$ cat config.mk
export PLATFORM = sky130hd
export DESIGN_NAME = wtm_lane
export DESIGN_NICKNAME = d
export VERILOG_FILES = /design/src/wtm_pkg.sv /design/src/wtm_lane.sv
export SDC_FILE = /design/constraint.sdc
export NUM_CORES = 1
export LEC_CHECK = 0
export BUFFER_PORTS_ARGS = -buffer_cell sky130_fd_sc_hd__buf_4
export CAP_MARGIN = 10
export CORE_MARGIN = 2
export CORE_UTILIZATION = 55
export DETAILED_ROUTE_END_ITERATION = 10
export PLACE_DENSITY = 0.79
export SLEW_MARGIN = 0
export SYNTH_ARGS = -nofsm -noshare
export SYNTH_HDL_FRONTEND = slang
export SYNTH_SLANG_ARGS = --single-unit
$ cat constraint.sdc
create_clock -name clk_i -period 3.4 [get_ports clk_i]
set_clock_uncertainty 0.05 [all_clocks]
set_input_delay 0.34 -clock clk_i [delete_from_list [all_inputs] [get_ports clk_i]]
set_output_delay 0.34 -clock clk_i [all_outputs]
set_load 0.01 [all_outputs]
$ cat src/wtm_pkg.sv
// wtm_pkg: shared constants, types and helpers of the wavetable tone mixer
// used by wtm_lane, wtm_mixer, wavetable_tone_mixer_unit and wtm_checker
// no dependencies
`default_nettype none

package wtm_pkg;

  // default sizes handed to the top level parameters
  localparam int TABLE_DEPTH_DEF  = 16384;
  localparam int NUM_WAVES_DEF    = 4;
  localparam int NUM_CHANNELS_DEF = 4;

  // channels that carry an enable bit, a frequency and a wave selector
  localparam int FIELD_CHANNELS = 4;

  // field widths
  localparam int SAMPLE_W  = 16;
  localparam int FREQ_W    = 14;
  localparam int ADDR_W    = 14;
  localparam int OP_W      = 2;
  localparam int WID_W     = 2;
  localparam int EN_W      = 4;
  localparam int TLEN_W    = 15;
  localparam int GAIN_W    = 15;
  localparam int WSEL_W    = 8;
  localparam int CFG_IDX_W = 2;
  localparam int CFG_DAT_W = 15;

  // input tdata layout, lowest bit first
  localparam int WID_LSB  = 0;
  localparam int ADDR_LSB = WID_LSB + WID_W;
  localparam int VAL_LSB  = ADDR_LSB + ADDR_W;
  localparam int EN_LSB   = VAL_LSB + SAMPLE_W;
  localparam int FREQ_LSB = EN_LSB + EN_W;
  localparam int IN_BITS  = FREQ_LSB + FIELD_CHANNELS * FREQ_W;
  localparam int S_TDATA_W = ((IN_BITS + 7) / 8) * 8;
  localparam int M_TDATA_W = SAMPLE_W;

  // gain scaling by 1/10000 through a reciprocal multiply
  localparam int GAIN_UNIT   = 10000;
  localparam int RECIP_SHIFT = 30;
  localparam int GAIN_RECIP  = (1 << RECIP_SHIFT) / GAIN_UNIT;
  localparam int RECIP_W     = 17;
  localparam int MAG_W       = 30;
  localparam int MAG_HALF    = MAG_W / 2;
  localparam int PP_W        = 32;
  localparam int QUOT_W      = 17;
  localparam int QREM_W      = 15;

  // eight-bit output conversion s/256+128
  localparam int BYTE_SHIFT = 8;
  localparam int BYTE_ROUND = (1 << BYTE_SHIFT) - 1;
  localparam int BYTE_BIAS  = 128;

  // register reset values
  localparam logic [TLEN_W-1:0] TLEN_RST = TLEN_W'(8000);
  localparam logic [GAIN_W-1:0] GAIN_RST = GAIN_W'(10000);

  typedef enum logic [OP_W-1:0] {
    OP_LOAD  = 2'd0,
    OP_GEN   = 2'd1,
    OP_CLEAR = 2'd2
  } op_e;

  typedef enum logic [CFG_IDX_W-1:0] {
    REG_TLEN = 2'd0,
    REG_GAIN = 2'd1,
    REG_WSEL = 2'd2,
    REG_EBIT = 2'd3
  } cfg_reg_e;

  // per-transaction control from the top level to every lane
  typedef struct packed {
    logic start;
    logic clear;
    logic commit;
  } lane_ctrl_t;

  // wave selector reduced modulo the number of tables (selector is below 4)
  function automatic logic [1:0] wave_mod(logic [1:0] sel, int unsigned n);
    logic [4:0] r;
    r = {3'b000, sel};
    for (int i = 0; i < 4; i++) begin
      if (r >= 5'(n)) r = r - 5'(n);
    end
    return r[1:0];
  endfunction

endpackage

`default_nettype wire

$ cat src/wtm_lane.sv
// wtm_lane: one channel lane, holds the channel phase and steps it by its
// frequency modulo the table length with a bit-serial restoring divider
// depends on wtm_pkg
`default_nettype none

module wtm_lane #(
  parameter int PW = 14,
  parameter int LW = 15
) (
  input  wire                          clk_i,
  input  wire                          rst_ni,
  input  wire wtm_pkg::lane_ctrl_t     ctrl_i,
  input  wire                          en_i,
  input  wire  [wtm_pkg::FREQ_W-1:0]   freq_i,
  input  wire  [LW-1:0]                len_i,
  output logic [PW-1:0]                phase_o,
  output logic                         busy_o
);

  localparam int SW = ((PW > wtm_pkg::FREQ_W) ? PW : wtm_pkg::FREQ_W) + 1;
  localparam int CW = $clog2(SW + 1);

  logic [PW-1:0] phase_q;
  logic          busy_q;
  logic          en_q;
  logic [CW-1:0] cnt_q;
  logic [SW-1:0] dvd_q;
  logic [LW-1:0] rem_q;
  logic [LW-1:0] rem_d;
  logic [LW:0]   shifted;

  // one restoring step: bring in the next dividend bit, subtract if it fits
  always_comb begin
    shifted = {rem_q, dvd_q[SW-1]};
    if (shifted >= {1'b0, len_i}) begin
      rem_d = LW'(shifted - {1'b0, len_i});
    end else begin
      rem_d = LW'(shifted);
    end
  end

  // phase and divider control
  always_ff @(posedge clk_i or negedge rst_ni) begin
    if (!rst_ni) begin
      phase_q <= '0;
      busy_q  <= 1'b0;
      en_q    <= 1'b0;
      cnt_q   <= '0;
    end else begin
      if (ctrl_i.clear) begin
        phase_q <= '0;
      end else if (ctrl_i.commit && en_q) begin
        phase_q <= PW'(rem_q);
      end
      if (ctrl_i.start) begin
        busy_q <= 1'b1;
        en_q   <= en_i;
        cnt_q  <= CW'(SW);
      end else if (busy_q) begin
        cnt_q <= cnt_q - CW'(1);
        if (cnt_q == CW'(1)) busy_q <= 1'b0;
      end
    end
  end

  // dividend shift line and partial remainder
  always_ff @(posedge clk_i) begin
    if (ctrl_i.start) begin
      dvd_q <= SW'(phase_q) + SW'(freq_i);
      rem_q <= '0;
    end else if (busy_q) begin
      dvd_q <= dvd_q << 1;
      rem_q <= rem_d;
    end
  end

  assign phase_o = phase_q;
  assign busy_o  = busy_q;

endmodule

`default_nettype wire

==> out/metrics.cfg, run 1 <==
[grt]
antenna_found_initial = 0
overflow = 0
grt_usage = 0.209
grt_max_degree = 36
grt_pass1_vias = 2737
grt_pass1_wl_um = 12400

[finish]
utilization = 0.641
layout-drive-gt1-share = 0.177
layout_commonest_cell = nand2_1
n_antenna_cell = 0
layout.nets = 507
syn2layout_area_growth_pct = 13.3
layout.cells.most_common_list = nand2_1 (55), buf_4 (50), a21oi_1 (35)
nFillCells = 561

[sta]
slew_viol_final = 0
setup_violations = 0
hold_violations = 0
holdWs_ps = 216
maxSlewHeadroom = 0.461
setup-tns-final_ps = 0
worst_pin_slew_ps = 808
period_share = 0.828
layout_min_cycle_time_ps = 2810
fmax_mhz = 355
rsz0062_at_grt = no

[run_status]
status = finished clean

[die]
die-width_um = 84.6
ios = 50
rows = 29
core_area_sq_um = 6310
dieArea_sq_um = 7150
die_height_um = 84.6
initial_core_util = 0.565

[setup_path]
arrival_ps = 3000
worstSetupPathType = flop to flop
crit_fanout = 24
cp.required_ps = 3590
crit_path_end_kind = flop
worst_setup_path_start_kind = flop

[synthesis]
syn_area_sq_um = 3570
netlist_instances = 398
synth_edf_count = 15
yosys_warnings = 0
synth_nets = 466
synthArstFlopShare = 0.400
yosysSeqAreaShare = 0.351
yosysUniqueCellTypes = 60
synth-seq-cells = 50
avgSynthCellArea_sq_um = 8.97
synth_flop_cell = dfrtp_1

[placement]
dpl.hpwl_um = 5780
gp_congestion = 0.869
port_buffers = 49

[clock_tree]
clk_latency_ps = 300
clockBufferDepth = 2
clkSlewWorstSetupHoldPaths_ps = 90
clock_sinks = 50
root_buffer = clkbuf_8
htreeDepth = 2
cts_resized = 0
post_cts_buffers = 0
cts_tree = done
hold_buffers = 1
cts_buffers = 5

[power]
p_int_uw = 900
power.density_nw_per_um2 = 301
combPwrFrac = 0.160
peakVddDrop_mv = 0.182
p_seq_frac = 0.540
p_clk_frac = 0.300
swShare = 0.260
leakagePower_uw = 0.00182
switching_power_uw = 315

[route]
initialDrtViolationCount = 108
wl_per_cell_um = 14.4
final_antenna_net_count = 0
route.detailed.drc = 0
vias_per_cell = 5.79
first_pass_iters = 4
finalWirelength_um = 7450
via_count = 2996

[flow_run]
cap_violations = 0

[hold_path]
hp-class = input port to flop

## routing by layer
| layer | vias to the layer above | GRT usage | part of all wire |
|---|---|---|---|
| met5 | - | 0 | 0 |
| met4 | 0 | 0.0519 | 0.0091 |
| met3 | 8 | 0.0256 | 0.040 |
| met2 | 67 | 0.349 | 0.48 |
| met1 | 1411 | 0.289 | 0.47 |
| li1 | 1510 | - | - |
## synthesized netlist by cell type, drive strengths merged, types with 5 or more instances
master	number	area share
edfxtp	15	0.13
nor2b	5	0.0088
o211ai	6	0.013
a21o	9	0.019
xor2	6	0.015
clkbuf	11	0.012
a32oi	6	0.015
o21ai	23	0.033
nor3	5	0.0070
nor2	16	0.017
nand2	55	0.058
nand3	8	0.011
mux2	8	0.025
dfrtp	20	0.14
xnor2	16	0.039
o311ai	6	0.025
o31ai	5	0.011
nand2b	12	0.021
a21oi	36	0.052
buf	6	0.016
inv	29	0.030
dfxtp	15	0.084
ha	31	0.11
## critical path, cell delays in order, from the launching register on
cell and delay [ps]:
edfxtp_1 430, inv_1 60, ha_1 210, fa_1 400, nand2b_1 200, a21oi_2 220
o21ai_2 100, a211o_1 570, or2_4 390, o21ai_1 130
## registers in the layout, indices dropped and copies added (netlist names)
name / flops
busy_o: 1
cnt_q: 4
dvd_q: 15
en_q: 1
phase_o: 14
rem_q: 15
## worst paths after layout
path,start,slack [ps],cells after the start,end
max in group asynchronous,rst_ni,2700,2,phase_o[11]
min reg2reg,rem_q[12],470,2,phase_o[12]
max,dvd_q[14],590,9,rem_q[10]
min,en_i,220,2,en_q
max reg2reg,dvd_q[14],590,9,rem_q[10]
min in group asynchronous,rst_ni,390,2,phase_o[7]
## power by group through the flow
stage	Clock, uW	Sequential [uW]	Combinational, uW
after floorplan	0	665	131
after global placement	0	669	187
after detailed placement	0	671	193
after CTS	371	658	195
after global routing	394	661	216
final	364	657	194
## final cells by class
| cell class | count | area [sq um] | share of cell area |
|---|---|---|---|
| flip-flops and latches | 50 | 1250 | 0.309 |
| clock inverters | 2 | 11.3 | 0.00278 |
| repair buffers | 51 | 385 | 0.0953 |
| well taps | 77 | 96.3 | 0.0238 |
| clock buffers | 6 | 82.6 | 0.0204 |
| multi-input cells | 302 | 2110 | 0.521 |
| inverters | 29 | 109 | 0.0269 |
## per-stage QoR
step | setup WS, ps | cell area, sq um | instances | total power (uW)
final | 586 | 4050 | 517 | 1220
after global routing | 333 | 4050 | 517 | 1270
after CTS | 567 | 4050 | 517 | 1220
after detailed placement | 596 | 3940 | 508 | 863
after global placement | 656 | 3940 | 508 | 856
after floorplan | 1060 | 3570 | 398 | 796
## cells by family after synthesis
kind of cell	count (synthesis)	synth area share
AO/OA/AOI/OAI	118	0.226
XOR/XNOR	22	0.0540
adder cells (fa/ha/maj)	33	0.120
buffers and inverters	46	0.0585
flip-flops	50	0.351
multiplexers	12	0.0365
AND/OR/NAND/NOR	117	0.154
Note: power is estimated with default switching activity, not from simulation.
==> run 2, diff against run 1 <==
--- a/config.mk
+++ b/config.mk
@@ -5,10 +5,11 @@
 export SDC_FILE = /design/constraint.sdc
 export NUM_CORES = 1
 export LEC_CHECK = 0
+export ABC_AREA = 1
 export BUFFER_PORTS_ARGS = -buffer_cell sky130_fd_sc_hd__buf_4
 export CAP_MARGIN = 10
 export CORE_MARGIN = 2
-export CORE_UTILIZATION = 55
+export CORE_UTILIZATION = 53
 export DETAILED_ROUTE_END_ITERATION = 10
 export PLACE_DENSITY = 0.79
 export SLEW_MARGIN = 0
==> constraint.sdc (replaced) <==
create_clock -name clk_i -period 2.4 [get_ports clk_i]
set_clock_uncertainty 0.05 [all_clocks]
set_input_delay 0.24 -clock clk_i [delete_from_list [all_inputs] [get_ports clk_i]]
set_output_delay 0.24 -clock clk_i [all_outputs]
set_load 0.01 [all_outputs]
==> run 2 against run 1 <==
Effect of this change:
- register-to-register slack worse by 320 ps
- die area rose by 13%
- total power rose to 3.1 times the previous value
- final area rose by 11%
- synthesized cell count is 43% higher
- clock-buffer cell count stayed put
- clock power increased by 38%
- wire length up 24%
- setup slack lost 320 ps
- highest routed layer unchanged
==> out/metrics.cfg, run 2 <==
[setup_path]
reg2reg_to = rem_q[3]
cp.required_ps = 2500  ; -1090 ps
worstSetupPathType = flop to flop
worstRegToRegCells = 13  ; +4
arrival_ps = 2240  ; -760 ps
r2r-start = dvd_q[14]
crit_path_end_kind = flop
worst_setup_path_start_kind = flop
crit_fanout = 8  ; -67%
regToRegSetupSlack_ps = 260  ; -320 ps

[placement]
place_worst_setup_slack_ps = 167  ; -428 ps
dpl.hpwl_um = 7490  ; +30%
gp_congestion = 1.01  ; +16%
port_buffers = 49  ; unchanged
placed_area_sq_um = 4340  ; +10%

[hold_path]
min_to = en_q
hold_depth = 3  ; +1
hp-class = input port to flop
hp-start = en_i

[sta]
rsz0062_at_grt = no
setup_violations = 0  ; unchanged
hold_violations = 0  ; unchanged
fmax_mhz = 468  ; +32%
layout_min_cycle_time_ps = 2140  ; -677 ps
slew_viol_final = 0  ; unchanged
worst_pin_slew_ps = 867  ; +58.7 ps
period_share = 0.890  ; +0.0627
setup_slack_ps = 263  ; -323 ps
setup-tns-final_ps = 0  ; unchanged
maxSlewHeadroom = 0.422  ; -0.0397

[finish]
layout.nets = 689  ; +36%
nFillCells = 674  ; +20%
layout_commonest_cell = nand2_1
layout.cells.most_common_list = nand2_1 (165), inv_1 (98), nand3_1 (76)
n_antenna_cell = 0  ; unchanged
syn2layout_area_growth_pct = 15.0
layout-drive-gt1-share = 0.125  ; -0.0519
finalInstanceArea_sq_um = 4480  ; +11%

[clock_tree]
clockBufferDepth = 2  ; unchanged
root_buffer = clkbuf_8
htreeDepth = 2  ; unchanged
clk_latency_ps = 300  ; about the same
cts_buffers = 5  ; unchanged
clock_sinks = 50  ; unchanged
cts_tree = done
clkSlewWorstSetupHoldPaths_ps = 90  ; about the same

[route]
wl_per_cell_um = 12.8  ; -11%
finalWirelength_um = 9230  ; +24%
via_count = 3751  ; +25%
route.detailed.drc = 0  ; unchanged
vias_per_cell = 5.20  ; -10%
first_pass_iters = 5  ; +1
initialDrtViolationCount = 162  ; +50%
final_antenna_net_count = 0  ; unchanged

[grt]
grt_pass1_wl_um = 16100  ; +30%
grt_usage = 0.240  ; +0.0316
antenna_found_initial = 0  ; unchanged
grt_max_degree = 23  ; -36%
overflow = 0  ; unchanged
grt_pass1_vias = 3669  ; +34%

[synthesis]
synthArstFlopShare = 0.400  ; unchanged
synthTopCellsByArea = nand2_1 (16%), dfrtp_1 (13%), edfxtp_1 (12%)
synth_edf_count = 15  ; unchanged
syn_area_sq_um = 3900  ; +9.1%
yosysSeqAreaShare = 0.321  ; -0.0294
synth_flop_cell = dfrtp_1
netlist_instances = 568  ; +43%
yosys_warnings = 0  ; unchanged
yosysUniqueCellTypes = 40  ; -33%
synth_nets = 636  ; +36%
yosysMostFrequentCell = nand2_1
avgSynthCellArea_sq_um = 6.86  ; -24%
yosys.area.top_type_share = 0.159  ; +0.0188
yosys.area.top_type = nand2_1
synth-seq-cells = 50  ; unchanged
synthTopCellsByCount = nand2_1 (165), inv_1 (98), nand3_1 (77), nor2_1 (34), o21ai_0 (34)

[die]
rows = 31  ; +6.9%
die_height_um = 89.7  ; +6.1%
dieArea_sq_um = 8050  ; +13%
die-width_um = 89.7  ; +6.1%
ios = 50  ; unchanged
core_area_sq_um = 7180  ; +14%
initial_core_util = 0.543  ; -0.0224

[power]
peakVddDrop_mv = 0.443  ; +140%
p_int_uw = 2040  ; +130%
leakagePower_uw = 0.00245  ; +35%
power.density_nw_per_um2 = 834  ; +180%
swShare = 0.454  ; +0.194
power.total_uw = 3740  ; +210%
p_seq_frac = 0.327  ; -0.213
combPwrFrac = 0.539  ; +0.379
switching_power_uw = 1700  ; +440%
p_clk_frac = 0.134  ; -0.166

[flow_run]
cap_violations = 0  ; unchanged

[run_status]
status = finished clean

==> run 2: critical path, stage by stage, from the launching register on <==
cell and delay, ps:
edfxtp_1 350, inv_1 60, ha_1 210, fa_1 400
inv_1 100, nand2_1 60, nand2_1 70, nand3_1 100
nand3_2 130, nand2_4 120, nand2_8 110, nand2_1 50
nand3_1 60, o21ai_0 90
==> run 2: logic make-up (layout without fill, tap and decap cells) <==
family,Yosys count,in the layout,share of synthesized area
XOR/XNOR,10,10,0.0225
AO/OA/AOI/OAI,64,64,0.0912
buffers and inverters,109,161,0.113
flip-flops,50,50,0.321
adder cells (fa/ha/maj),33,33,0.110
AND/OR/NAND/NOR,302,304,0.343
==> run 2: timing repair <==
| item | CTS | global route |
|---|---|---|
| endpoints found under the setup margin | 0 | 12 |
| hold buffers | 1 | 0 |
| endpoints found under the hold margin | 20 | 0 |
| resized for setup | 0 | 2 |
| buffers inserted | 0 | 2 |
==> run 2: worst max path at each step <==
| stage | depth (start not counted) | from | slack [ps] | endpoint |
|---|---|---|---|---|
| after floorplan | 14 | dvd_q[14] | 430 | rem_q[6] |
| after global placement | 13 | dvd_q[14] | 250 | rem_q[0] |
| after detailed placement | 13 | len_i[0] | 170 | rem_q[3] |
| after CTS | 13 | dvd_q[14] | 130 | rem_q[3] |
| after global routing | 13 | dvd_q[14] | 40 | rem_q[1] |
| final | 13 | dvd_q[14] | 260 | rem_q[3] |
==> run 2: per-stage QoR <==
| step | hold WS, ps | utilization | instances |
|---|---|---|---|
| 2_1_floorplan | -106 | - | 568 |
| 3_3_place_gp | 74.7 | 0.604 | 708 |
| 3_5_place_dp | 75.4 | 0.604 | 708 |
| 4_1_cts | 76.1 | 0.618 | 717 |
| 5_1_grt | 78.0 | 0.625 | 721 |
| 6_report | 85.7 | 0.625 | 721 |
==> run 2: cell type report <==
type                            count  area, sq um  share of cell area
Sequential cell                    50         1250               0.279
Clock inverter                      2         17.5             0.00391
Timing Repair Buffer               54          408              0.0910
Tap cell                           99          124              0.0276
Clock buffer                        6         72.6              0.0162
Inverter                           99          372              0.0829
Multi-Input combinational cell    411         2240               0.499
==> run 2: power groups by stage <==
stage               sequential, uW  clock (uW)  combinational [uW]
global placement              1220           0                1900
CTS                           1220         516                1960
global route                  1240         548                2310
detailed placement            1230           0                1940
floorplan                     1170           0                1610
finish                        1220         501                2020
==> run 2: layer usage <==
metal | wire length [um] | GRT usage
met5 | 0 | 0
met2 | 4560 | 0.434
met4 | 239 | 0.0910
met1 | 4020 | 0.291
met3 | 411 | 0.0319
